`src/hdl/rrs_pkg.sv`:
```
// ============================================================================
// rrs_pkg
// Shared widths, constants, control word types and the microcode table
// for the round-robin schedule unit.
// ============================================================================
package rrs_pkg;

    // Field widths
    localparam int DATA_W   = 16;
    localparam int Q_W      = 8;
    localparam int TIME_W   = 23;
    localparam int SUM_W    = 29;
    localparam int IDX_W    = 6;

    // Defaults
    localparam int             MAX_PROC_DEF  = 64;
    localparam logic [Q_W-1:0] QUANTUM_RESET = 8'd10;

    // Memory read select
    typedef enum logic [1:0] {
        RD_NONE,
        RD_VISIT,
        RD_NEXT
    } t_rd;

    // Datapath operation
    typedef enum logic [2:0] {
        OP_NONE,
        OP_JUMP,
        OP_SERVE,
        OP_TA,
        OP_WT,
        OP_EMIT,
        OP_SCAN
    } t_op;

    // Jump condition
    typedef enum logic [2:0] {
        JC_STEP,
        JC_START,
        JC_DONE,
        JC_MORE,
        JC_HOLD,
        JC_LEFT
    } t_jc;

    // Program steps
    typedef enum logic [3:0] {
        ST_IDLE,
        ST_FETCH,
        ST_JUMP,
        ST_SERVE,
        ST_TA,
        ST_WT,
        ST_EMIT,
        ST_NEXT,
        ST_SCAN
    } t_step;

    // One control word
    typedef struct packed {
        logic  accept;
        t_rd   rd;
        t_op   op;
        t_jc   jc;
        t_step target;
    } t_uop;

    // Status flags from datapath to sequencer
    typedef struct packed {
        logic start;   // last item taken, begin simulation
        logic done;    // visited process already complete
        logic more;    // remaining work exceeds the quantum
        logic busy;    // output word still waiting
        logic left;    // unfinished processes remain
    } t_cond;

    // Microcode ROM
    function automatic t_uop f_ucode(input t_step s);
        t_uop u;
        u = '{accept: 1'b0, rd: RD_NONE, op: OP_NONE, jc: JC_STEP, target: ST_IDLE};
        unique case (s)
            ST_IDLE:  u = '{1'b1, RD_NONE,  OP_NONE,  JC_START, ST_FETCH};
            ST_FETCH: u = '{1'b0, RD_VISIT, OP_NONE,  JC_STEP,  ST_IDLE};
            ST_JUMP:  u = '{1'b0, RD_NONE,  OP_JUMP,  JC_DONE,  ST_NEXT};
            ST_SERVE: u = '{1'b0, RD_NONE,  OP_SERVE, JC_MORE,  ST_NEXT};
            ST_TA:    u = '{1'b0, RD_NONE,  OP_TA,    JC_STEP,  ST_IDLE};
            ST_WT:    u = '{1'b0, RD_NONE,  OP_WT,    JC_STEP,  ST_IDLE};
            ST_EMIT:  u = '{1'b0, RD_NONE,  OP_EMIT,  JC_HOLD,  ST_IDLE};
            ST_NEXT:  u = '{1'b0, RD_NEXT,  OP_NONE,  JC_STEP,  ST_IDLE};
            ST_SCAN:  u = '{1'b0, RD_NONE,  OP_SCAN,  JC_LEFT,  ST_FETCH};
            default:  u = '{1'b1, RD_NONE,  OP_NONE,  JC_START, ST_FETCH};
        endcase
        return u;
    endfunction

endpackage

```
`src/hdl/rrs_seq.sv`:
```
// ============================================================================
// rrs_seq
// Step counter and microcode ROM; resolves conditional jumps from the
// datapath flags.
// ============================================================================
module rrs_seq
    import rrs_pkg::*;
(
    input  logic  i_clk,
    input  logic  i_rst_n,
    input  t_cond i_cond,
    output t_uop  o_uop
);

    t_step r_step;
    t_step n_step;
    t_step step_inc;
    t_uop  uop;

    assign uop      = f_ucode(r_step);
    assign o_uop    = uop;
    assign step_inc = t_step'(r_step + 4'd1);

    // Next step select
    always_comb begin
        n_step = step_inc;
        unique case (uop.jc)
            JC_STEP:  n_step = step_inc;
            JC_START: n_step = i_cond.start ? uop.target : r_step;
            JC_DONE:  n_step = i_cond.done  ? uop.target : step_inc;
            JC_MORE:  n_step = i_cond.more  ? uop.target : step_inc;
            JC_HOLD:  n_step = i_cond.busy  ? r_step     : step_inc;
            JC_LEFT:  n_step = i_cond.left  ? uop.target : ST_IDLE;
            default:  n_step = ST_IDLE;
        endcase
    end

    // Step counter
    always_ff @(posedge i_clk) begin
        if (!i_rst_n) begin
            r_step <= ST_IDLE;
        end else begin
            r_step <= n_step;
        end
    end

endmodule

```
`src/hdl/rrs_datapath.sv`:
```
// ============================================================================
// rrs_datapath
// Process stores, time and sum registers, done bits and the output word
// register, driven by the control word.
// ============================================================================
module rrs_datapath
    import rrs_pkg::*;
#(
    parameter int MAX_PROCESSES = MAX_PROC_DEF
)(
    input  logic              i_clk,
    input  logic              i_rst_n,
    input  t_uop              i_uop,
    output t_cond             o_cond,
    input  logic [Q_W-1:0]    i_quantum,
    input  logic              i_in_valid,
    input  logic [DATA_W-1:0] i_arrival_time,
    input  logic [DATA_W-1:0] i_burst_time,
    input  logic              i_last_process,
    output logic              o_out_valid,
    input  logic              i_out_stall,
    output logic [IDX_W-1:0]  o_process_index,
    output logic [TIME_W-1:0] o_turnaround,
    output logic [TIME_W-1:0] o_waiting,
    output logic [SUM_W-1:0]  o_total_waiting,
    output logic [SUM_W-1:0]  o_total_turnaround,
    output logic              o_last_result
);

    localparam int IW = $clog2(MAX_PROCESSES);
    localparam int CW = $clog2(MAX_PROCESSES + 1);

    // Stores
    logic [DATA_W-1:0] r_arr_mem [MAX_PROCESSES];
    logic [DATA_W-1:0] r_bur_mem [MAX_PROCESSES];
    logic [DATA_W-1:0] r_rem_mem [MAX_PROCESSES];

    // Batch and control state
    logic [MAX_PROCESSES-1:0] r_done;
    logic [CW-1:0]            r_count;
    logic [CW-1:0]            r_unfin;
    logic [IW-1:0]            r_idx;
    logic [TIME_W-1:0]        r_time;
    logic [SUM_W-1:0]         r_sum_w;
    logic [SUM_W-1:0]         r_sum_t;
    logic                     r_out_valid;

    // Payload registers
    logic [DATA_W-1:0] r_prev_arr;
    logic [DATA_W-1:0] r_arr_q;
    logic [DATA_W-1:0] r_bur_q;
    logic [DATA_W-1:0] r_rem_q;
    logic [TIME_W-1:0] r_ta;
    logic [TIME_W-1:0] r_wt;
    logic [IW-1:0]     r_out_idx;
    logic [TIME_W-1:0] r_out_ta;
    logic [TIME_W-1:0] r_out_wt;
    logic [SUM_W-1:0]  r_out_sum_w;
    logic [SUM_W-1:0]  r_out_sum_t;
    logic              r_out_last;

    logic              ld_fire;
    logic              ld_wr;
    logic [DATA_W-1:0] ld_arr;
    logic [IW-1:0]     first_open;
    logic [IW-1:0]     rd_addr;
    logic              out_busy;
    logic              emit_fire;
    logic              more;
    logic [CW-1:0]     nxt_idx;
    logic [SUM_W-1:0]  sum_w_new;
    logic [TIME_W-1:0] arr_ext;

    // Load side: one process per accepted word while the table has room
    assign ld_fire = i_in_valid && i_uop.accept;
    assign ld_wr   = ld_fire && (r_count < CW'(MAX_PROCESSES));
    assign ld_arr  = (r_count != '0 && i_arrival_time < r_prev_arr) ? r_prev_arr
                                                                      : i_arrival_time;

    // Lowest unfinished entry; stored arrivals are nondecreasing, so its
    // arrival is the earliest among unfinished processes
    always_comb begin
        first_open = '0;
        for (int k = MAX_PROCESSES - 1; k >= 0; k--) begin
            if (!r_done[k]) begin
                first_open = IW'(k);
            end
        end
    end

    // Read address
    always_comb begin
        if (i_uop.rd == RD_NEXT) begin
            rd_addr = IW'(r_idx + IW'(1));
        end else if (r_idx == '0) begin
            rd_addr = first_open;
        end else begin
            rd_addr = r_idx;
        end
    end

    assign arr_ext   = TIME_W'(r_arr_q);
    assign more      = r_rem_q > DATA_W'(i_quantum);
    assign out_busy  = r_out_valid && i_out_stall;
    assign emit_fire = (i_uop.op == OP_EMIT) && !out_busy;
    assign nxt_idx   = CW'(r_idx) + CW'(1);
    assign sum_w_new = r_sum_w + SUM_W'(r_wt);

    // Flags to sequencer
    assign o_cond.start = ld_fire && i_last_process;
    assign o_cond.done  = r_done[r_idx];
    assign o_cond.more  = more;
    assign o_cond.busy  = out_busy;
    assign o_cond.left  = r_unfin != '0;

    // Memories
    always_ff @(posedge i_clk) begin
        if (ld_wr) begin
            r_arr_mem[r_count[IW-1:0]] <= ld_arr;
            r_bur_mem[r_count[IW-1:0]] <= i_burst_time;
        end
        if (ld_wr) begin
            r_rem_mem[r_count[IW-1:0]] <= i_burst_time;
        end else if (i_uop.op == OP_SERVE) begin
            r_rem_mem[r_idx] <= more ? DATA_W'(r_rem_q - DATA_W'(i_quantum)) : '0;
        end
        if (i_uop.rd != RD_NONE) begin
            r_arr_q <= r_arr_mem[rd_addr];
        end
        if (i_uop.rd == RD_VISIT) begin
            r_bur_q <= r_bur_mem[r_idx];
            r_rem_q <= r_rem_mem[r_idx];
        end
    end

    // Payload registers
    always_ff @(posedge i_clk) begin
        if (ld_wr) begin
            r_prev_arr <= ld_arr;
        end
        if (i_uop.op == OP_TA) begin
            r_ta <= r_time - arr_ext;
        end
        if (i_uop.op == OP_WT) begin
            r_wt <= r_ta - TIME_W'(r_bur_q);
        end
        if (emit_fire) begin
            r_out_idx   <= r_idx;
            r_out_ta    <= r_ta;
            r_out_wt    <= r_wt;
            r_out_sum_w <= sum_w_new;
            r_out_sum_t <= r_sum_t;
            r_out_last  <= r_unfin == '0;
        end
    end

    // Control state
    always_ff @(posedge i_clk) begin
        if (!i_rst_n) begin
            r_done      <= '1;
            r_count     <= '0;
            r_unfin     <= '0;
            r_idx       <= '0;
            r_time      <= '0;
            r_sum_w     <= '0;
            r_sum_t     <= '0;
            r_out_valid <= 1'b0;
        end else begin
            // output word handshake
            if (emit_fire) begin
                r_out_valid <= 1'b1;
            end else if (!i_out_stall) begin
                r_out_valid <= 1'b0;
            end

            if (ld_wr) begin
                r_done[r_count[IW-1:0]] <= 1'b0;
                r_count <= r_count + CW'(1);
                r_unfin <= r_unfin + CW'(1);
            end

            case (i_uop.op)
                OP_JUMP: begin
                    // nothing ready, or visited before its arrival
                    if ((r_idx == '0 || !r_done[r_idx]) && arr_ext > r_time) begin
                        r_time <= arr_ext;
                    end
                end
                OP_SERVE: begin
                    if (more) begin
                        r_time <= r_time + TIME_W'(i_quantum);
                    end else begin
                        r_time          <= r_time + TIME_W'(r_rem_q);
                        r_done[r_idx]   <= 1'b1;
                        r_unfin         <= r_unfin - CW'(1);
                    end
                end
                OP_WT: begin
                    r_sum_t <= r_sum_t + SUM_W'(r_ta);
                end
                OP_EMIT: begin
                    if (!out_busy) begin
                        r_sum_w <= sum_w_new;
                    end
                end
                OP_SCAN: begin
                    if (r_unfin == '0) begin
                        // batch finished: clear for the next one
                        r_done  <= '1;
                        r_count <= '0;
                        r_idx   <= '0;
                        r_time  <= '0;
                        r_sum_w <= '0;
                        r_sum_t <= '0;
                    end else if (nxt_idx >= r_count) begin
                        r_idx <= '0;
                    end else if (arr_ext <= r_time) begin
                        r_idx <= nxt_idx[IW-1:0];
                    end else begin
                        r_idx <= '0;
                    end
                end
                default: begin
                end
            endcase
        end
    end

    // Outputs
    assign o_out_valid        = r_out_valid;
    assign o_process_index    = IDX_W'(r_out_idx);
    assign o_turnaround       = r_out_ta;
    assign o_waiting          = r_out_wt;
    assign o_total_waiting    = r_out_sum_w;
    assign o_total_turnaround = r_out_sum_t;
    assign o_last_result      = r_out_last;

endmodule

```
`src/hdl/round_robin_schedule_sim_unit.sv`:
```
// Loading: one process word per cycle while idle; the word with last_process
// set starts the simulation and the input stalls until it ends.
// Simulation: a visit runs the microcode steps fetch, jump, next and scan
// (already finished), adds serve (partial service), or serve, ta, wt and emit,
// emit held while the output stalls (completion); store reads are single-port.
// Reset: synchronous, active low; quantum returns to 10 and the batch is empty.
// ============================================================================
// round_robin_schedule_sim_unit
// Round-robin scheduling simulator: loads processes, then replays
// round-robin service and reports turnaround and waiting per completion.
// ============================================================================
module round_robin_schedule_sim_unit
    import rrs_pkg::*;
#(
    parameter int MAX_PROCESSES = MAX_PROC_DEF
)(
    input  logic              i_clk,
    input  logic              i_rst_n,
    // configuration
    input  logic              i_cfg_valid,
    output logic              o_cfg_ready,
    input  logic [Q_W-1:0]    i_cfg_quantum,
    // process words
    input  logic              i_in_valid,
    output logic              o_in_stall,
    input  logic [DATA_W-1:0] i_arrival_time,
    input  logic [DATA_W-1:0] i_burst_time,
    input  logic              i_last_process,
    // result words
    output logic              o_out_valid,
    input  logic              i_out_stall,
    output logic [IDX_W-1:0]  o_process_index,
    output logic [TIME_W-1:0] o_turnaround,
    output logic [TIME_W-1:0] o_waiting,
    output logic [SUM_W-1:0]  o_total_waiting,
    output logic [SUM_W-1:0]  o_total_turnaround,
    output logic              o_last_result
);

    logic [Q_W-1:0] r_quantum;
    logic [Q_W-1:0] q_eff;
    t_uop           uop;
    t_cond          cond;

    // Quantum register; zero acts as one
    always_ff @(posedge i_clk) begin
        if (!i_rst_n) begin
            r_quantum <= QUANTUM_RESET;
        end else if (i_cfg_valid) begin
            r_quantum <= i_cfg_quantum;
        end
    end

    assign o_cfg_ready = 1'b1;
    assign q_eff       = (r_quantum == '0) ? Q_W'(1) : r_quantum;
    assign o_in_stall  = !uop.accept;

    rrs_seq u_seq (
        .i_clk   (i_clk),
        .i_rst_n (i_rst_n),
        .i_cond  (cond),
        .o_uop   (uop)
    );

    rrs_datapath #(
        .MAX_PROCESSES (MAX_PROCESSES)
    ) u_dp (
        .i_clk              (i_clk),
        .i_rst_n            (i_rst_n),
        .i_uop              (uop),
        .o_cond             (cond),
        .i_quantum          (q_eff),
        .i_in_valid         (i_in_valid),
        .i_arrival_time     (i_arrival_time),
        .i_burst_time       (i_burst_time),
        .i_last_process     (i_last_process),
        .o_out_valid        (o_out_valid),
        .i_out_stall        (i_out_stall),
        .o_process_index    (o_process_index),
        .o_turnaround       (o_turnaround),
        .o_waiting          (o_waiting),
        .o_total_waiting    (o_total_waiting),
        .o_total_turnaround (o_total_turnaround),
        .o_last_result      (o_last_result)
    );

endmodule

```
`config.mk`:
```
export PLATFORM = sky130hd
export DESIGN_NAME = round_robin_schedule_sim_unit
export DESIGN_NICKNAME = d
export VERILOG_FILES = /design/src/hdl/rrs_pkg.sv /design/src/hdl/rrs_seq.sv /design/src/hdl/rrs_datapath.sv /design/src/hdl/round_robin_schedule_sim_unit.sv
export SDC_FILE = /design/constraint.sdc
export NUM_CORES = 2
export LEC_CHECK = 0
export BUFFER_PORTS_ARGS = -buffer_cell sky130_fd_sc_hd__buf_4
export CORE_MARGIN = 8
export CORE_UTILIZATION = 55
export CTS_CLUSTER_DIAMETER = 30
export DETAILED_ROUTE_END_ITERATION = 7
export PLACE_DENSITY = 0.7
export SYNTH_ARGS = -nofsm -noshare
export SYNTH_HDL_FRONTEND = slang
export SYNTH_SLANG_ARGS = --single-unit
export TNS_END_PERCENT = 5
```
`constraint.sdc`:
```
create_clock -name i_clk -period 12.49 [get_ports i_clk]
set_input_delay 2.498 -clock i_clk [delete_from_list [all_inputs] [get_ports i_clk]]
set_output_delay 2.498 -clock i_clk [all_outputs]
set_load 0.05 [all_outputs]
```
==> results.sh <==
export IMPL_synthTopCellsByArea="edfxtp_1 71%, mux2i_1 3.5%, a22oi_1 2.7%"
export IMPL_cap_violations=1
export IMPL_insertion_delay_ns=1.00
export IMPL_syn_to_final_growth_pct=19.18
export IMPL_crit_path_frequent_cell="buf_4"
export IMPL_hold_viol=0
export IMPL_wl_mm=455.8
export IMPL_ys_async_sr_fraction_pct=0
export IMPL_antenna_found_initial=34
export IMPL_finalCritPeriodShare_pct=53.57
export IMPL_initial_core_util_pct=55.12
export IMPL_layout_drive_gt1_share_pct=16.34
export IMPL_synth_edf_count=3293
export IMPL_dp_hpwl_mm=249.9
export IMPL_crit_path_end="u_dp.r_arr_q[13]"
export IMPL_grt_pass1_vias=90520
export IMPL_worstRegToRegCells=17
export IMPL_dieWidth_um=519.8
export IMPL_core_area_um2=253200
export IMPL_placed_cell_area_um2=146200
export IMPL_cts_root_buf="clkbuf_16"
export IMPL_cts_buffers=605
export IMPL_vias=94040
export IMPL_violations="design-rule violations, max-capacitance violations, max-slew violations"
export IMPL_grt_ovfl_total=0
export IMPL_critical_path_class="register to register"
export IMPL_synthTopCellsByCount="3,293 x edfxtp_1, 796 x nand2_1, 508 x a22oi_1"
export IMPL_placementRows=185
export IMPL_p_leak_nw=56.06
export IMPL_cp_max_fo=122
export IMPL_drt_initial_drc_count=15400
export IMPL_critical_path_startpoint="u_dp.r_idx[0]"
export IMPL_setup_tns_ns=0
export IMPL_syn_area_per_cell_um2=15.12
export IMPL_synth_top_area_share_pct=70.84
export IMPL_hp_start="u_dp.r_sum_w[2]"
export IMPL_synthCells=9233
export IMPL_p_total_mw=33.00
export IMPL_grt_setup_unrepaired="no"
export IMPL_r2r_end="u_dp.r_arr_q[13]"
export IMPL_synth_top_cell_by_area="edfxtp_1"
export IMPL_ys_seq_area_share_pct=73.54
export IMPL_cts_sinks=3481
export IMPL_ys_warn_count=0
export IMPL_nets=9947
export IMPL_fin_area_um2=166400
export IMPL_hold_class="register to register"
export IMPL_syn_area_um2=139600
export IMPL_status="complete, but fails checks"
export IMPL_die_h_um=519.8
export IMPL_synth_main_ff_cell="edfxtp_1"
export IMPL_crit_path_top_delay_cell="buf_4"
export IMPL_comb_power_share_pct=8.8
export IMPL_route_detailed_drc=7
export IMPL_ys_seq_elements=3481
export IMPL_cts_clk_slew_worst_paths_ns=0.05
export IMPL_sequentialPowerShare_pct=42.2
export IMPL_rrSetupSlack_ns=5.80
export IMPL_cp_start_kind="register"
export IMPL_grt_pass1_wl_mm=639.1
export IMPL_cts_tree="built"
export IMPL_numPortBuffers=158
export IMPL_grt_util_met2_pct=48.64
export IMPL_p_int_mw=24.97
export IMPL_antenna_left=0
export IMPL_busiest_layer="met2"
export IMPL_finalSetupViolCount=0
export IMPL_cts_resized=0
export IMPL_relSlewSlack_pct=-6.762
export IMPL_use_met1_pct=42.47
export IMPL_p_sw_mw=8.029
export IMPL_holdPathStages=2
export IMPL_cts_setup_buffers=0
export IMPL_wire_per_inst_um=33.45
export IMPL_end_kind="register"
export IMPL_grt_usage_pct=32.36
export IMPL_powerDensity_nw_per_um2=198.4
export IMPL_slew_violations=2
export IMPL_finClkSkew_ns=0.06756
export IMPL_cts_htree_levels=6
export IMPL_die_area_um2=270200
export IMPL_fin_crit_ns=6.691
export IMPL_grt_max_degree=173
export IMPL_clockPowerShare_pct=49.1
export IMPL_r2r_start="u_dp.r_idx[0]"
export IMPL_io_pins=160
export IMPL_critical_path_max_stage_delay_ns=0.74
export IMPL_fill_cells=17130
export IMPL_critical_path_required_ns=13.19
export IMPL_synth_most_common_cell="edfxtp_1"
export IMPL_synth_cell_types=87
export IMPL_cts_buffer_depth=4
export IMPL_tightestPinTransition_ns=1.587
export IMPL_swShare_pct=24.33
export IMPL_gp_congestion=0.9478
export IMPL_cp_data_arrival_time_ns=7.39
export IMPL_dr_pass1_iters=8
export IMPL_vdd_drop_max_mv=0.1744
export IMPL_viasPerCell=6.902
export IMPL_hold_buffers=0
export IMPL_grt_met3_usage_pct=10.30
export IMPL_path_cells="inv_4 > ha_1 > nor2b_1 > and2_2 > buf_4 > a41oi_1 > o21ai_4 > buf_4 > and2_1 > buf_4 > nor2_4 > buf_12 > buf_4 > nand3_1 > and3_1 > or4_1 > or4_1"
export IMPL_fmax_mhz=149.5
==> layout by cell type (no fill, tap or decap), types with 126 or more instances in the layout <==
cell type and n:
nor2_1 305, inv_1 126, buf_4 453, a21oi_1 251
clkbuf_16 615, nand3_1 281, edfxtp_1 3293, a22o_1 129
a31oi_1 162, ha_1 136, o21ai_0 245, mux2i_1 486
nand2_1 791, a22oi_1 508, dfxtp_1 185, a221oi_1 237
==> power by group through the flow <==
stage               clock, mW  combinational [mW]  sequential (mW)
finish                   16.2                2.89             13.9
global route             16.8                3.08             13.9
CTS                      16.3                2.83             13.9
detailed placement          0                2.81             14.1
global placement            0                2.71             14.1
floorplan                   0                1.64             14.1
==> critical path, delay by kind of cell, from the launching register on <==
family / cells / cell delay (ns)
simple gates: 8 / 2.17
buf+inv: 6 / 2.63
fa+ha+maj: 1 / 0.31
flops: 1 / 0.61
compound gates: 2 / 0.45
==> metal layers <==
metal	vias up	routed length, um
met5	-	69
met4	10	27570
met3	1504	67430
met2	7908	199000
met1	46490	161700
li1	38130	-
==> state kept, by name (all words and copies together) (netlist names), 29 cells and up <==
| register | flops |
|---|---|
| u_dp.r_arr_mem | 1024 |
| u_dp.r_bur_mem | 1024 |
| u_dp.r_rem_mem | 1024 |
| u_dp.r_done | 64 |
| u_dp.o_total_turnaround | 29 |
| u_dp.o_total_waiting | 29 |
| u_dp.r_sum_t | 29 |
| u_dp.r_sum_w | 29 |
==> final cells by class <==
type	count	area, um^2	area share, %
clock buffer	683	15760	9.471
tap	3366	4212	2.532
multi-input combinational	5019	34900	20.98
inverter	181	686.9	0.4129
timing repair buffer	471	3761	2.261
sequential	3481	102700	61.71
antenna	16	40.04	0.02407
clock inverter	407	4339	2.608
==> worst min path at each step <==
stage	endpoint	slack, ns
2_1_floorplan	u_dp.o_process_index[3]	0.41
3_3_place_gp	u_dp.o_total_turnaround[28]	0.44
3_5_place_dp	u_dp.r_sum_w[2]	0.45
4_1_cts	u_dp.r_sum_w[2]	0.46
5_1_grt	u_dp.o_waiting[9]	0.48
6_report	u_dp.r_sum_w[2]	0.46
==> kinds of logic after synthesis <==
family | count (synthesis) | share of synthesized area, %
AOI/OAI and AO/OA | 2245 | 11.75
and+or+nand+nor | 1942 | 6.446
muxes | 562 | 4.139
adders and majority gates | 142 | 1.305
other | 2 | 0.005380
xor gates and xnor gates | 119 | 0.7467
buffers and inverters | 740 | 2.072
DFF | 3481 | 73.54
==> metrics by stage <==
stage / utilization [%] / hold WS (ns) / std cells / setup slack [ns]
final: 65.69 / 0.4562 / 13620 / 5.799
after global routing: 65.68 / 0.4772 / 13610 / 5.283
after floorplan: - / 0.4064 / 9240 / 4.850
after CTS: 65.68 / 0.4582 / 13610 / 5.875
after detailed placement: 57.74 / 0.4519 / 12520 / 5.869
after global placement: 57.74 / 0.4446 / 12520 / 5.967
Power figures use the tool's default switching activity.
